File: src/sv/upss_pkg.sv
// ---------------------------------------------------------------------------
// upss_pkg
// Types and constants for the URL path segment splitter.
// ---------------------------------------------------------------------------
`default_nettype none

package upss_pkg;

  localparam logic [7:0] CH_SLASH = 8'h2F;
  localparam logic [7:0] CH_QUERY = 8'h3F;
  localparam logic [7:0] CH_HASH  = 8'h23;

  localparam int unsigned SEG_INDEX_W = 16;
  localparam logic [SEG_INDEX_W-1:0] SEG_INDEX_MAX = '1;

  localparam int unsigned QUEUE_DEPTH = 4;
  localparam int unsigned QUEUE_AW    = $clog2(QUEUE_DEPTH);

  typedef struct packed {
    logic [7:0] ch;
    logic       url_end;
  } char_word_t;

  typedef struct packed {
    logic [7:0]             seg_byte;
    logic [SEG_INDEX_W-1:0] seg_index;
    logic                   seg_first;
    logic                   seg_last;
  } seg_word_t;

endpackage

`default_nettype wire

File: src/sv/url_path_segment_splitter_unit.sv
// ---------------------------------------------------------------------------
// url_path_segment_splitter_unit
// Splits a URL byte stream into path segment bytes with segment index and
// first/last flags; one held byte gives the lookahead for the last flag.
// ---------------------------------------------------------------------------
//  channel  dir  handshake              word
//  char     in   char_valid/char_stall  ch, url_end
//  seg      out  seg_valid/seg_stall    seg_byte, seg_index, seg_first, seg_last
//
//  One character is taken per cycle while char_stall is low; its 0..2
//  segment words land in a 4-entry output queue in the same edge and leave
//  one per cycle while seg_stall is low. char_stall rises while fewer than two
//  queue entries are free, so a run of two-word characters is not taken every cycle.
//  rst (synchronous) empties the queue and returns the parser to seeking '/'.
`default_nettype none

module url_path_segment_splitter_unit (
  input  wire                     clk,
  input  wire                     rst,
  input  wire                     char_valid,
  output logic                    char_stall,
  input  upss_pkg::char_word_t    char_word,
  output logic                    seg_valid,
  input  wire                     seg_stall,
  output upss_pkg::seg_word_t     seg_word
);
  import upss_pkg::*;

  localparam logic [2:0] PH_SEEK        = 3'd0;
  localparam logic [2:0] PH_AFTER_SLASH = 3'd1;
  localparam logic [2:0] PH_AUTHORITY   = 3'd2;
  localparam logic [2:0] PH_PATH        = 3'd3;
  localparam logic [2:0] PH_DONE        = 3'd4;

  localparam int unsigned CNT_W = QUEUE_AW + 1;

  logic [2:0]             phase, phase_next;
  logic [7:0]             held_byte, held_byte_next;
  logic                   held_valid, held_valid_next;
  logic                   held_is_first, held_is_first_next;
  logic [SEG_INDEX_W-1:0] segment_count, segment_count_next;

  seg_word_t              queue [QUEUE_DEPTH];
  logic [QUEUE_AW-1:0]    wr_ptr, rd_ptr;
  logic [CNT_W-1:0]       count;

  logic       take, give;
  logic       is_slash, is_mark, go_path;
  logic [7:0] mid_byte;
  logic       mid_valid, mid_first;
  logic [SEG_INDEX_W-1:0] mid_count;
  logic       r0_valid, r1_valid;
  seg_word_t  r0, r1;
  logic [CNT_W-1:0] push_n;

  assign char_stall = (count > CNT_W'(QUEUE_DEPTH - 2));
  assign take       = char_valid && !char_stall;
  assign seg_valid  = (count != '0);
  assign give       = seg_valid && !seg_stall;
  assign seg_word   = queue[rd_ptr];

  assign is_slash = (char_word.ch == CH_SLASH);
  assign is_mark  = (char_word.ch == CH_QUERY) || (char_word.ch == CH_HASH);
  assign go_path  = (phase == PH_PATH) || ((phase == PH_AFTER_SLASH) && !is_slash);

  always_comb begin
    phase_next = phase;
    mid_byte   = held_byte;
    mid_valid  = held_valid;
    mid_first  = held_is_first;
    mid_count  = segment_count;

    r0_valid = go_path && held_valid;
    r0.seg_byte  = held_byte;
    r0.seg_index = segment_count;
    r0.seg_first = held_is_first;
    r0.seg_last  = is_mark || is_slash;

    case (phase)
      PH_SEEK: begin
        if (is_slash) phase_next = PH_AFTER_SLASH;
      end
      PH_AFTER_SLASH: begin
        phase_next = is_slash ? PH_AUTHORITY : PH_PATH;
      end
      PH_AUTHORITY: begin
        if (is_slash) phase_next = PH_PATH;
      end
      default: ;
    endcase

    if (go_path) begin
      if (is_mark) begin
        mid_valid  = 1'b0;
        phase_next = PH_DONE;
      end else if (is_slash) begin
        mid_valid = 1'b0;
      end else if (held_valid) begin
        mid_byte  = char_word.ch;
        mid_first = 1'b0;
      end else begin
        if (segment_count != SEG_INDEX_MAX) mid_count = segment_count + 1'b1;
        mid_byte  = char_word.ch;
        mid_first = 1'b1;
        mid_valid = 1'b1;
      end
    end

    r1_valid = char_word.url_end && mid_valid;
    r1.seg_byte  = mid_byte;
    r1.seg_index = mid_count;
    r1.seg_first = mid_first;
    r1.seg_last  = 1'b1;

    if (char_word.url_end) begin
      phase_next         = PH_SEEK;
      held_byte_next     = '0;
      held_valid_next    = 1'b0;
      held_is_first_next = 1'b0;
      segment_count_next = '0;
    end else begin
      held_byte_next     = mid_byte;
      held_valid_next    = mid_valid;
      held_is_first_next = mid_first;
      segment_count_next = mid_count;
    end

    push_n = take ? (CNT_W'(r0_valid) + CNT_W'(r1_valid)) : '0;
  end

  always_ff @(posedge clk) begin
    if (rst) begin
      phase         <= PH_SEEK;
      held_byte     <= '0;
      held_valid    <= 1'b0;
      held_is_first <= 1'b0;
      segment_count <= '0;
      wr_ptr        <= '0;
      rd_ptr        <= '0;
      count         <= '0;
    end else begin
      if (take) begin
        phase         <= phase_next;
        held_byte     <= held_byte_next;
        held_valid    <= held_valid_next;
        held_is_first <= held_is_first_next;
        segment_count <= segment_count_next;
      end
      wr_ptr <= wr_ptr + push_n[QUEUE_AW-1:0];
      if (give) rd_ptr <= rd_ptr + 1'b1;
      count <= count + push_n - CNT_W'(give);
    end
  end

  always_ff @(posedge clk) begin
    if (take) begin
      if (r0_valid) begin
        queue[wr_ptr] <= r0;
        if (r1_valid) queue[wr_ptr + 1'b1] <= r1;
      end else if (r1_valid) begin
        queue[wr_ptr] <= r1;
      end
    end
  end

`ifndef SYNTHESIS
  a_count_bound: assert property (@(posedge clk) disable iff (rst)
    count <= CNT_W'(QUEUE_DEPTH))
    else $error("output queue overflow");

  a_index_nonzero: assert property (@(posedge clk) disable iff (rst)
    seg_valid |-> seg_word.seg_index != '0)
    else $error("segment word with zero index");

  a_held_has_count: assert property (@(posedge clk) disable iff (rst)
    held_valid |-> segment_count != '0)
    else $error("held byte without open segment");

  a_url_end_clears: assert property (@(posedge clk) disable iff (rst)
    take && char_word.url_end |=> !held_valid && segment_count == '0 && phase == PH_SEEK)
    else $error("state not cleared after end of URL");
`endif

endmodule

`default_nettype wire
File: config.mk
export PLATFORM = sky130hd
export DESIGN_NAME = url_path_segment_splitter_unit
export DESIGN_NICKNAME = d
export VERILOG_FILES = /design/src/sv/upss_pkg.sv /design/src/sv/url_path_segment_splitter_unit.sv
export SDC_FILE = /design/constraint.sdc
export NUM_CORES = 1
export LEC_CHECK = 0
export BUFFER_PORTS_ARGS = -buffer_cell sky130_fd_sc_hd__clkbuf_2
export CAP_MARGIN = 10
export CELL_PAD_IN_SITES_DETAIL_PLACEMENT = 0
export CELL_PAD_IN_SITES_GLOBAL_PLACEMENT = 1
export CORE_MARGIN = 2
export CORE_UTILIZATION = 37
export DETAILED_ROUTE_END_ITERATION = 8
export GPL_TIMING_DRIVEN = 0
export MAX_ROUTING_LAYER = met4
export PLACE_DENSITY = 0.67
export SLEW_MARGIN = 15
export SYNTH_ARGS = -nofsm -noshare
export SYNTH_HDL_FRONTEND = slang
export SYNTH_SLANG_ARGS = --single-unit
File: constraint.sdc
create_clock -name clk -period 10.3 [get_ports clk]
set_input_delay 0.515 -clock clk [delete_from_list [all_inputs] [get_ports clk]]
set_output_delay 0.515 -clock clk [all_outputs]
set_load 0.05 [all_outputs]
==> flow_summary.json, run 1 <==
{
  "outcome": "completed",
  "async_reset_ff_frac": 0,
  "n_antenna_cell": 0,
  "multi_input_area_mm2": 0.00365,
  "final_core_util": 0.434,
  "cts.clk_slew.worst_paths_ns": 0.07,
  "wl_um": 25500,
  "skew_ns": 0.0122,
  "grt_max_degree": 26,
  "cts_resized": 0,
  "start_kind": "flop",
  "rsz0062_at_grt": "false",
  "fill_cells": 2013,
  "clkSinkCount": 142,
  "critPathRequiredTime_ns": 10.37,
  "finalCritPeriodShare": 0.497,
  "ant_nets": 0,
  "yosysTopAreaCellShare": 0.385,
  "critPathKind": "reg -> reg",
  "initial_core_util": 0.374,
  "dieArea_mm2": 0.0223,
  "final.setup.tns_ns": 0,
  "clockBufferDepth": 2,
  "ys_warn_count": 0,
  "final_nets": 819,
  "drv_slew": 0,
  "core.rowCount": 53,
  "cp_max_fo": 25,
  "max_cap_violations": 0,
  "power_leakage_nw": 3.00,
  "worst-slew-pin-transition_ns": 1.06,
  "cp-end-kind": "flop",
  "synth_edf_count": 100,
  "num_vias": 6712,
  "post-dp-hpwl_um": 17700,
  "grt_antenna_before_repair": 0,
  "synth_nets": 761,
  "globalplace.congestion": 0.927,
  "synthFlopType": "edfxtp_1",
  "first_iter_violations": 636,
  "drcViolationCount": 0,
  "synthTopCellsByArea": "edfxtp_1, dfxtp_1, mux4_2",
  "dieHeight_um": 149,
  "cts-root-buf": "clkbuf_16",
  "coreArea_mm2": 0.0209,
  "hold_path.class": "in -> reg",
  "hold_viol": 0,
  "setup_viol": 0,
  "maxSlewHeadroom": 0.293,
  "syn_inst": 740,
  "io_pins": 41,
  "cts-htree-levels": 4,
  "drive_gt1_frac": 0.157,
  "ys_types": 61,
  "synth_area_mm2": 0.00781,
  "wl_per_cell_um": 23.4,
  "avgViaCountPerCell": 6.18,
  "area_delta_synth_final_pct": 16.0,
  "grt_usage": 0.243,
  "cts-hold-fix-buffers": 0,
  "regArea_mm2": 0.00384,
  "critPathArrivalTime_ns": 5.19,
  "ys_ff_latch": 142,
  "grt_pass1_wl_um": 39100,
  "cts_tree": "built",
  "period_minus_slack_ns": 5.12,
  "grt_pass1_vias": 6453,
  "clock_latency_ns": 0.44,
  "postCtsSetupBuffers": 0,
  "max_freq_mhz": 195,
  "peakVddDrop_mv": 0.158,
  "io_buffers": 36,
  "synth_area_leader_cell": "edfxtp_1",
  "first_pass_iters": 7,
  "avgSynthCellArea_um2": 10.6,
  "power_density_mw_per_mm2": 176,
  "die_w_um": 149,
  "yosysSeqAreaShare": 0.492,
  "cts_buffers": 17,
  "grt_overflow_total": 0
}
## critical path: stages, from the launching register on
cell      delay, ns
dfxtp_1        0.43
nor2b_1        0.16
clkbuf_1       0.45
clkbuf_1       0.53
buf_1          0.52
a21oi_1        0.13
o21a_1         0.22
ha_1           0.22
nor3_1         0.14
nand4_1        0.17
a31oi_1        0.77
clkbuf_1       0.53
inv_2          0.46
## power by group
group	internal (mW)	switching, mW	total, mW
Clock	0.369	0.282	0.651
Sequential	0.614	0.00727	0.621
Combinational	0.100	0.221	0.321
## metrics by stage
stage,hold WS (ns),cells,worst slack [ns],cell area [um^2],total power [mW]
floorplan,0.474,740,5.49,7810,0.881
global placement,0.502,1051,3.07,8330,0.952
detailed placement,0.527,1054,5.28,8450,0.957
CTS,0.363,1086,5.25,9060,1.60
global route,0.363,1086,4.91,9060,1.65
finish,0.369,1086,5.18,9060,1.59
## per-layer routing
metal	vias to the layer above	GRT usage	part of all wire
li1	3003	-	-
met1	3343	0.339	0.45
met2	316	0.367	0.46
met3	50	0.0391	0.066
met4	0	0.0757	0.026
met5	-	-	0
## registers in the layout, indices dropped and copies added (netlist names), named ones only
| register | cells |
|---|---|
| count | 3 |
| phase | 3 |
| held_byte | 8 |
| queue | 104 |
| segment_count | 16 |
| rd_ptr | 2 |
| held_valid | 1 |
| held_is_first | 1 |
| wr_ptr | 2 |
## Yosys cell counts, types with 7 or more instances
cell type	number
nand2b_1	9
or3_1	23
o21ai_0	49
a31oi_1	16
o22ai_1	14
mux4_2	26
nor4_1	8
and4_1	8
inv_1	19
nand4_1	22
nand3_1	19
or4_1	8
nor3_1	19
nor2_1	31
dfxtp_1	42
clkbuf_1	41
buf_2	15
a21oi_1	65
a22o_1	30
a21o_1	11
nor2b_1	9
ha_1	7
edfxtp_1	100
nand2_1	60
## worst paths after layout
check                              end  slack, ns                   from  cells after the start
max             queue[0][24]$_DFFE_PP_       5.18  phase[0]$_SDFFE_PP0P_                     12
max reg2reg     queue[0][24]$_DFFE_PP_       5.18  phase[0]$_SDFFE_PP0P_                     12
min          held_byte[3]$_SDFFE_PP0P_       0.37           char_word[4]                      3
min reg2reg      phase[1]$_SDFFE_PP0P_       0.54  phase[1]$_SDFFE_PP0P_                      2
## cell usage in the layout (no fill, tap or decap), drive strengths merged, types with 11 or more instances in the layout
master / netlist / final
edfxtp: 100 / 100
clkbuf: 41 / 94
a21oi: 65 / 65
nand2: 60 / 60
o21ai: 54 / 54
dfxtp: 42 / 42
nor2: 31 / 31
a22o: 30 / 30
inv: 19 / 28
mux4: 26 / 26
buf: 23 / 26
or3: 23 / 23
nand4: 23 / 23
nand3: 19 / 19
nor3: 19 / 19
a31oi: 16 / 16
o22ai: 14 / 14
a21o: 11 / 11
nor4: 11 / 11
## final cells by class
cell class                      count  share of cell area
Sequential cell                   142               0.424
Multi-Input combinational cell    515               0.403
Clock buffer                       17              0.0470
Tap cell                          275              0.0380
Buffer                             64              0.0302
Timing Repair Buffer               39              0.0290
Clock inverter                     15              0.0209
Inverter                           19             0.00787
## cell families after synthesis
logic type | synth area share
simple gates | 0.168
compound gates | 0.194
flops | 0.492
buf+inv | 0.0442
mux | 0.0788
xor+xnor | 0.00897
fa+ha+maj | 0.0138
Note: power is estimated with default switching activity, not from simulation.
==> run 2, diff against run 1 <==
==> constraint.sdc (replaced) <==
create_clock -name clk -period 5 [get_ports clk]
set_input_delay 0.25 -clock clk [delete_from_list [all_inputs] [get_ports clk]]
set_output_delay 0.25 -clock clk [all_outputs]
set_load 0.05 [all_outputs]
==> run 2 against run 1 <==
Net effect:
- final cell count unchanged
- global-route usage hardly changed
- clock power up 110%
- maximum frequency increased by 7.8%
- non-clock buffer count is the same
- utilization increased by 0.072 points
- cell area up 0.17%
- worst setup slack worse by 4.9 ns
- sequential cell count stayed put
- via count hardly changed
- combinational power increased by 100%
- critical endpoint is now queue[2][13]$_DFFE_PP_
- largest cell class unchanged
==> flow_summary.json, run 2 (synthesis results as in run 1) <==
{
  "finalCritPeriodShare": 0.949,
  "path_cells": "nor2b_1 -> clkbuf_1 -> clkbuf_2 -> buf_1 -> a21oi_1 -> o21a_1 -> ha_1 -> clkbuf_1 -> nand4_1 -> and2_0 -> clkbuf_1 -> o21ai_1 -> a22o_1",
  "crit_family": "buffers and inverters",
  "clkSinkCount": 142,
  "power_density_mw_per_mm2": 359,
  "reg2regPathDepth": 13,
  "start_kind": "flop",
  "grt_usage": 0.243,
  "postCtsSetupBuffers": 0,
  "max_cap_violations": 0,
  "wl_per_cell_um": 23.5,
  "top_regs": "queue (104), segment_count (16), held_byte (8)",
  "final_cell_mix": "edfxtp_1, a21oi_1, nand2_1, o21ai_0, dfxtp_1",
  "avgViaCountPerCell": 6.18,
  "final.setup.tns_ns": 0,
  "cts_buffers": 17,
  "p_total_mw": 3.26,
  "final_cells": 1086,
  "p_clk_frac": 0.411,
  "grt_max_degree": 26,
  "power_leakage_nw": 2.98,
  "regMostFlops": "queue",
  "dp_cells": 1054,
  "crit_cells": 13,
  "coreArea_mm2": 0.0209,
  "drive_gt1_frac": 0.162,
  "n_antenna_cell": 0,
  "power.net_switching_mw": 1.03,
  "io_pins": 41,
  "ant_nets": 0,
  "drv_slew": 0,
  "maxSlewHeadroom": 0.342,
  "hold_path.class": "in -> reg",
  "initial_core_util": 0.374,
  "grt_pass1_wl_um": 39100,
  "outcome": "completed",
  "die_w_um": 149,
  "clock_latency_ns": 0.44,
  "first_iter_violations": 660,
  "cpMaxStageDelayCell": "and2_0",
  "grt_pass1_vias": 6456,
  "critPathMostFrequentCell": "clkbuf_1",
  "slowest_delay_ns": 0.64,
  "largest_reg_flops": 104,
  "drcViolationCount": 0,
  "cts-root-buf": "clkbuf_16",
  "p_int_mw": 2.23,
  "grt_overflow_total": 0,
  "cts_tree": "built",
  "pwr-share-seq": 0.393,
  "dieHeight_um": 149,
  "crit_buf_inv": 5,
  "worst-slew-pin-transition_ns": 0.986,
  "critPathRequiredTime_ns": 5.18,
  "final_nets": 819,
  "core.rowCount": 53,
  "io_buffers": 36,
  "critPathArrivalTime_ns": 4.93,
  "max_freq_mhz": 211,
  "area_delta_synth_final_pct": 16.2,
  "dieArea_mm2": 0.0223,
  "globalplace.congestion": 0.927,
  "grt_antenna_before_repair": 0,
  "r2r_slack_ns": 0.25,
  "hold-path-cell-count": 3,
  "peakVddDrop_mv": 0.326,
  "num_vias": 6707,
  "pwr-share-comb": 0.197,
  "critPathKind": "reg -> reg",
  "cp-end-kind": "flop",
  "period_minus_slack_ns": 4.75,
  "cts-htree-levels": 4,
  "skew_ns": 0.0122,
  "cts.clk_slew.worst_paths_ns": 0.07,
  "final_core_util": 0.434,
  "setup_viol": 0,
  "hold_viol": 0,
  "first_pass_iters": 5,
  "wl_um": 25500,
  "swShare": 0.317,
  "final_common_cell": "edfxtp_1",
  "cp_max_fo": 10,
  "post-dp-hpwl_um": 17700,
  "clockBufferDepth": 2
}
-- run 2: cell counts in the layout (fill, tap and decap cells not counted) --
No cell type changed its count.
-- run 2: routing by layer --
| metal | part of all wire | up-vias | GRT usage |
|---|---|---|---|
| met4 | 0.023 | 0 | 0.0757 |
| met5 | 0 | - | - |
| met1 | 0.45 | 3359 | 0.339 |
| met3 | 0.068 | 46 | 0.0391 |
| met2 | 0.46 | 300 | 0.367 |
| li1 | - | 3002 | - |
-- run 2: worst reg2reg max path, stage by stage, from the launching register on --
cell and delay (ns):
dfxtp_1 0.43, nor2b_1 0.17, clkbuf_1 0.44, clkbuf_2 0.38, buf_1 0.52, a21oi_1 0.13
o21a_1 0.22, ha_1 0.22, clkbuf_1 0.25, nand4_1 0.16, and2_0 0.64, clkbuf_1 0.54
o21ai_1 0.13, a22o_1 0.26
-- run 2: power by group through the flow --
stage               registers [mW]  clock network (mW)  logic, mW
floorplan                     1.30                   0      0.496
global placement              1.30                   0      0.638
detailed placement            1.30                   0      0.648
CTS                           1.28                1.34      0.650
global route                  1.28                1.40      0.691
finish                        1.28                1.34      0.641
-- run 2: stage by stage --
step | hold slack (ns) | instance area, um^2 | worst slack, ns
after global placement | 0.502 | 8330 | -1.97
after detailed placement | 0.527 | 8450 | -0.0240
after floorplan | 0.390 | 7810 | 0.460
after global routing | 0.0979 | 9070 | -0.000822
final | 0.102 | 9070 | 0.253
after CTS | 0.0978 | 9070 | 0.125
-- run 2: path summary, 6_finish.rpt --
| check | end | from |
|---|---|---|
| max | queue[2][13]$_DFFE_PP_ | phase[0]$_SDFFE_PP0P_ |
| min | held_byte[3]$_SDFFE_PP0P_ | char_word[4] |
| max reg2reg | queue[2][13]$_DFFE_PP_ | phase[0]$_SDFFE_PP0P_ |
| min reg2reg | phase[1]$_SDFFE_PP0P_ | phase[1]$_SDFFE_PP0P_ |
-- run 2: layout make-up --
cell class / count / area, um^2
clock buffers: 17 / 425
inverters: 19 / 71.3
fillers: 2011 / 11800
clock inverters: 15 / 189
repair buffers: 39 / 263
multi-input cells: 515 / 3660
flip-flops and latches: 142 / 3840
plain buffers: 64 / 275
well taps: 275 / 344
-- run 2: repair_timing --
| action | in CTS | in global routing |
|---|---|---|
| hold buffers | 0 | 0 |
| endpoints found under the hold margin | 0 | 0 |
| pin swaps | 0 | 0 |
| setup endpoints to repair | 25 | 89 |
| cloned | 0 | 0 |
| gates resized for setup | 1 | 5 |
==> run 3, diff against run 2 <==
--- a/config.mk
+++ b/config.mk
@@ -5,17 +5,19 @@
 export SDC_FILE = /design/constraint.sdc
 export NUM_CORES = 1
 export LEC_CHECK = 0
+export ABC_CLOCK_PERIOD_IN_PS = 5000
 export BUFFER_PORTS_ARGS = -buffer_cell sky130_fd_sc_hd__clkbuf_2
 export CAP_MARGIN = 10
 export CELL_PAD_IN_SITES_DETAIL_PLACEMENT = 0
 export CELL_PAD_IN_SITES_GLOBAL_PLACEMENT = 1
+export CORE_ASPECT_RATIO = 0.7
 export CORE_MARGIN = 2
 export CORE_UTILIZATION = 37
 export DETAILED_ROUTE_END_ITERATION = 8
 export GPL_TIMING_DRIVEN = 0
 export MAX_ROUTING_LAYER = met4
 export PLACE_DENSITY = 0.67
-export SLEW_MARGIN = 15
+export SLEW_MARGIN = 20
 export SYNTH_ARGS = -nofsm -noshare
 export SYNTH_HDL_FRONTEND = slang
 export SYNTH_SLANG_ARGS = --single-unit
==> run 3 against run 2 <==
Net effect:
- clock power shrank 7%
- register-to-register slack lost 0.11 ns
- maximum frequency shrank 2.2%
- utilization grew 0.19 points
- clock-buffer cell count is the same
- combinational power is essentially flat
- worst setup slack lost 0.11 ns
- wire length grew 2.9%
- largest power group is now registers
==> flow_summary.json, run 3 (synthesis results as in run 1) <==
{
  "outcome": "completed",
  "wl_um": 26200,
  "final_nets": 819,
  "grt_antenna_before_repair": 0,
  "first_pass_iters": 5,
  "max_freq_mhz": 206,
  "n_antenna_cell": 0,
  "regArea_mm2": 0.00384,
  "power.net_switching_mw": 1.05,
  "dieHeight_um": 126,
  "drv_slew": 0,
  "clock_latency_ns": 0.44,
  "io_buffers": 36,
  "final_core_util": 0.436,
  "pwr-share-seq": 0.403,
  "core.rowCount": 44,
  "max_cap_violations": 0,
  "finalCritPeriodShare": 0.971,
  "cp-end-kind": "flop",
  "cts-hold-fix-buffers": 0,
  "grt_usage": 0.249,
  "cts_buffers": 17,
  "dieArea_mm2": 0.0223,
  "area_delta_synth_final_pct": 15.7,
  "io_pins": 41,
  "postCtsSetupBuffers": 0,
  "largest_reg_flops": 104,
  "wl_per_cell_um": 24.1,
  "initial_core_util": 0.377,
  "die_w_um": 178,
  "critPathKind": "reg -> reg",
  "p_total_mw": 3.17,
  "cts-root-buf": "clkbuf_16",
  "post-dp-hpwl_um": 18800,
  "critPathArrivalTime_ns": 5.05,
  "cts_tree": "built",
  "avgViaCountPerCell": 6.19,
  "final_cell_mix": "edfxtp_1, a21oi_1, nand2_1, o21ai_0, dfxtp_1",
  "multi_input_area_mm2": 0.00366,
  "first_iter_violations": 753,
  "hold_path.class": "in -> reg",
  "grt_max_degree": 26,
  "cp_max_fo": 10,
  "rsz0062_at_grt": "false",
  "cts.clk_slew.worst_paths_ns": 0.07,
  "critPathRequiredTime_ns": 5.19,
  "power_leakage_nw": 2.96,
  "ant_nets": 0,
  "hold_viol": 0,
  "peakVddDrop_mv": 0.353,
  "num_vias": 6727,
  "top_regs": "queue (104), segment_count (16), held_byte (8)",
  "skew_ns": 0.0135,
  "grt_overflow_total": 0,
  "setup_viol": 0,
  "grt_pass1_vias": 6339,
  "p_int_mw": 2.13,
  "final_common_cell": "edfxtp_1",
  "worst-slew-pin-transition_ns": 0.961,
  "grt_pass1_wl_um": 39800,
  "regMostFlops": "queue",
  "drive_gt1_frac": 0.164,
  "p_clk_frac": 0.394,
  "clkSinkCount": 142,
  "maxSlewHeadroom": 0.359,
  "globalplace.congestion": 0.957,
  "swShare": 0.330,
  "power_density_mw_per_mm2": 351,
  "coreArea_mm2": 0.0207,
  "pwr-share-comb": 0.203,
  "whs_ns": 0.107,
  "fill_cells": 1993,
  "drcViolationCount": 0,
  "clockBufferDepth": 2,
  "start_kind": "flop",
  "period_minus_slack_ns": 4.85,
  "cts-htree-levels": 4
}
-- run 3: final cells by class --
class                           instances  area share
Inverter                               19     0.00790
Multi-Input combinational cell        515       0.406
Buffer                                 64      0.0308
Clock buffer                           17      0.0471
Sequential cell                       142       0.426
Tap cell                              276      0.0382
Clock inverter                         15      0.0158
Timing Repair Buffer                   39      0.0291
-- run 3: critical path, stage by stage (launching register included) --
cell,delay (ns)
dfxtp_1,0.43
nor2b_1,0.16
clkbuf_1,0.43
clkbuf_1,0.48
buf_1,0.52
a21oi_1,0.14
o21a_1,0.23
ha_1,0.22
clkbuf_1,0.25
nand4_1,0.27
a21o_1,0.41
clkbuf_1,0.64
o21ai_0,0.21
a21o_1,0.21
-- run 3: power groups by stage --
stage                     sequential [mW]  clock (mW)  combinational (mW)
after detailed placement             1.30           0               0.649
after global placement               1.30           0               0.639
after global routing                 1.28        1.31               0.691
final                                1.28        1.25               0.643
after floorplan                      1.30           0               0.496
after CTS                            1.28        1.26               0.651
-- run 3: worst paths after layout --
path / depth (start not counted) / start / slack (ns) / endpoint
min: 3 / char_word[4] / 0.11 / held_byte[3]$_SDFFE_PP0P_
max reg2reg: 13 / phase[0]$_SDFFE_PP0P_ / 0.15 / queue[1][11]$_DFFE_PP_
min reg2reg: 2 / phase[1]$_SDFFE_PP0P_ / 0.53 / phase[1]$_SDFFE_PP0P_
max: 13 / phase[0]$_SDFFE_PP0P_ / 0.15 / queue[1][11]$_DFFE_PP_
-- run 3: metal layers --
metal / up-vias / wire [um] / global-route usage
li1: 3003 / - / -
met1: 3353 / 12700 / 0.387
met2: 338 / 10900 / 0.331
met3: 33 / 2250 / 0.0417
met4: 0 / 340 / 0.0617
met5: - / 0 / -
-- run 3: per-stage QoR --
stage | TNS (ns) | worst slack [ns] | cell area (um^2) | instances
2_1_floorplan | 0 | 0.460 | 7810 | 740
3_3_place_gp | -113.92 | -2.13 | 8330 | 1052
3_5_place_dp | -2.62 | -0.108 | 8450 | 1055
4_1_cts | 0 | 0.102 | 9020 | 1087
5_1_grt | 0 | 0.000840 | 9030 | 1087
6_report | 0 | 0.145 | 9030 | 1087
-- run 3: what timing repair did --
action,CTS,global route
cloned,0,0
resized for setup,1,9
hold endpoints to repair,0,0
endpoints found under the setup margin,25,68
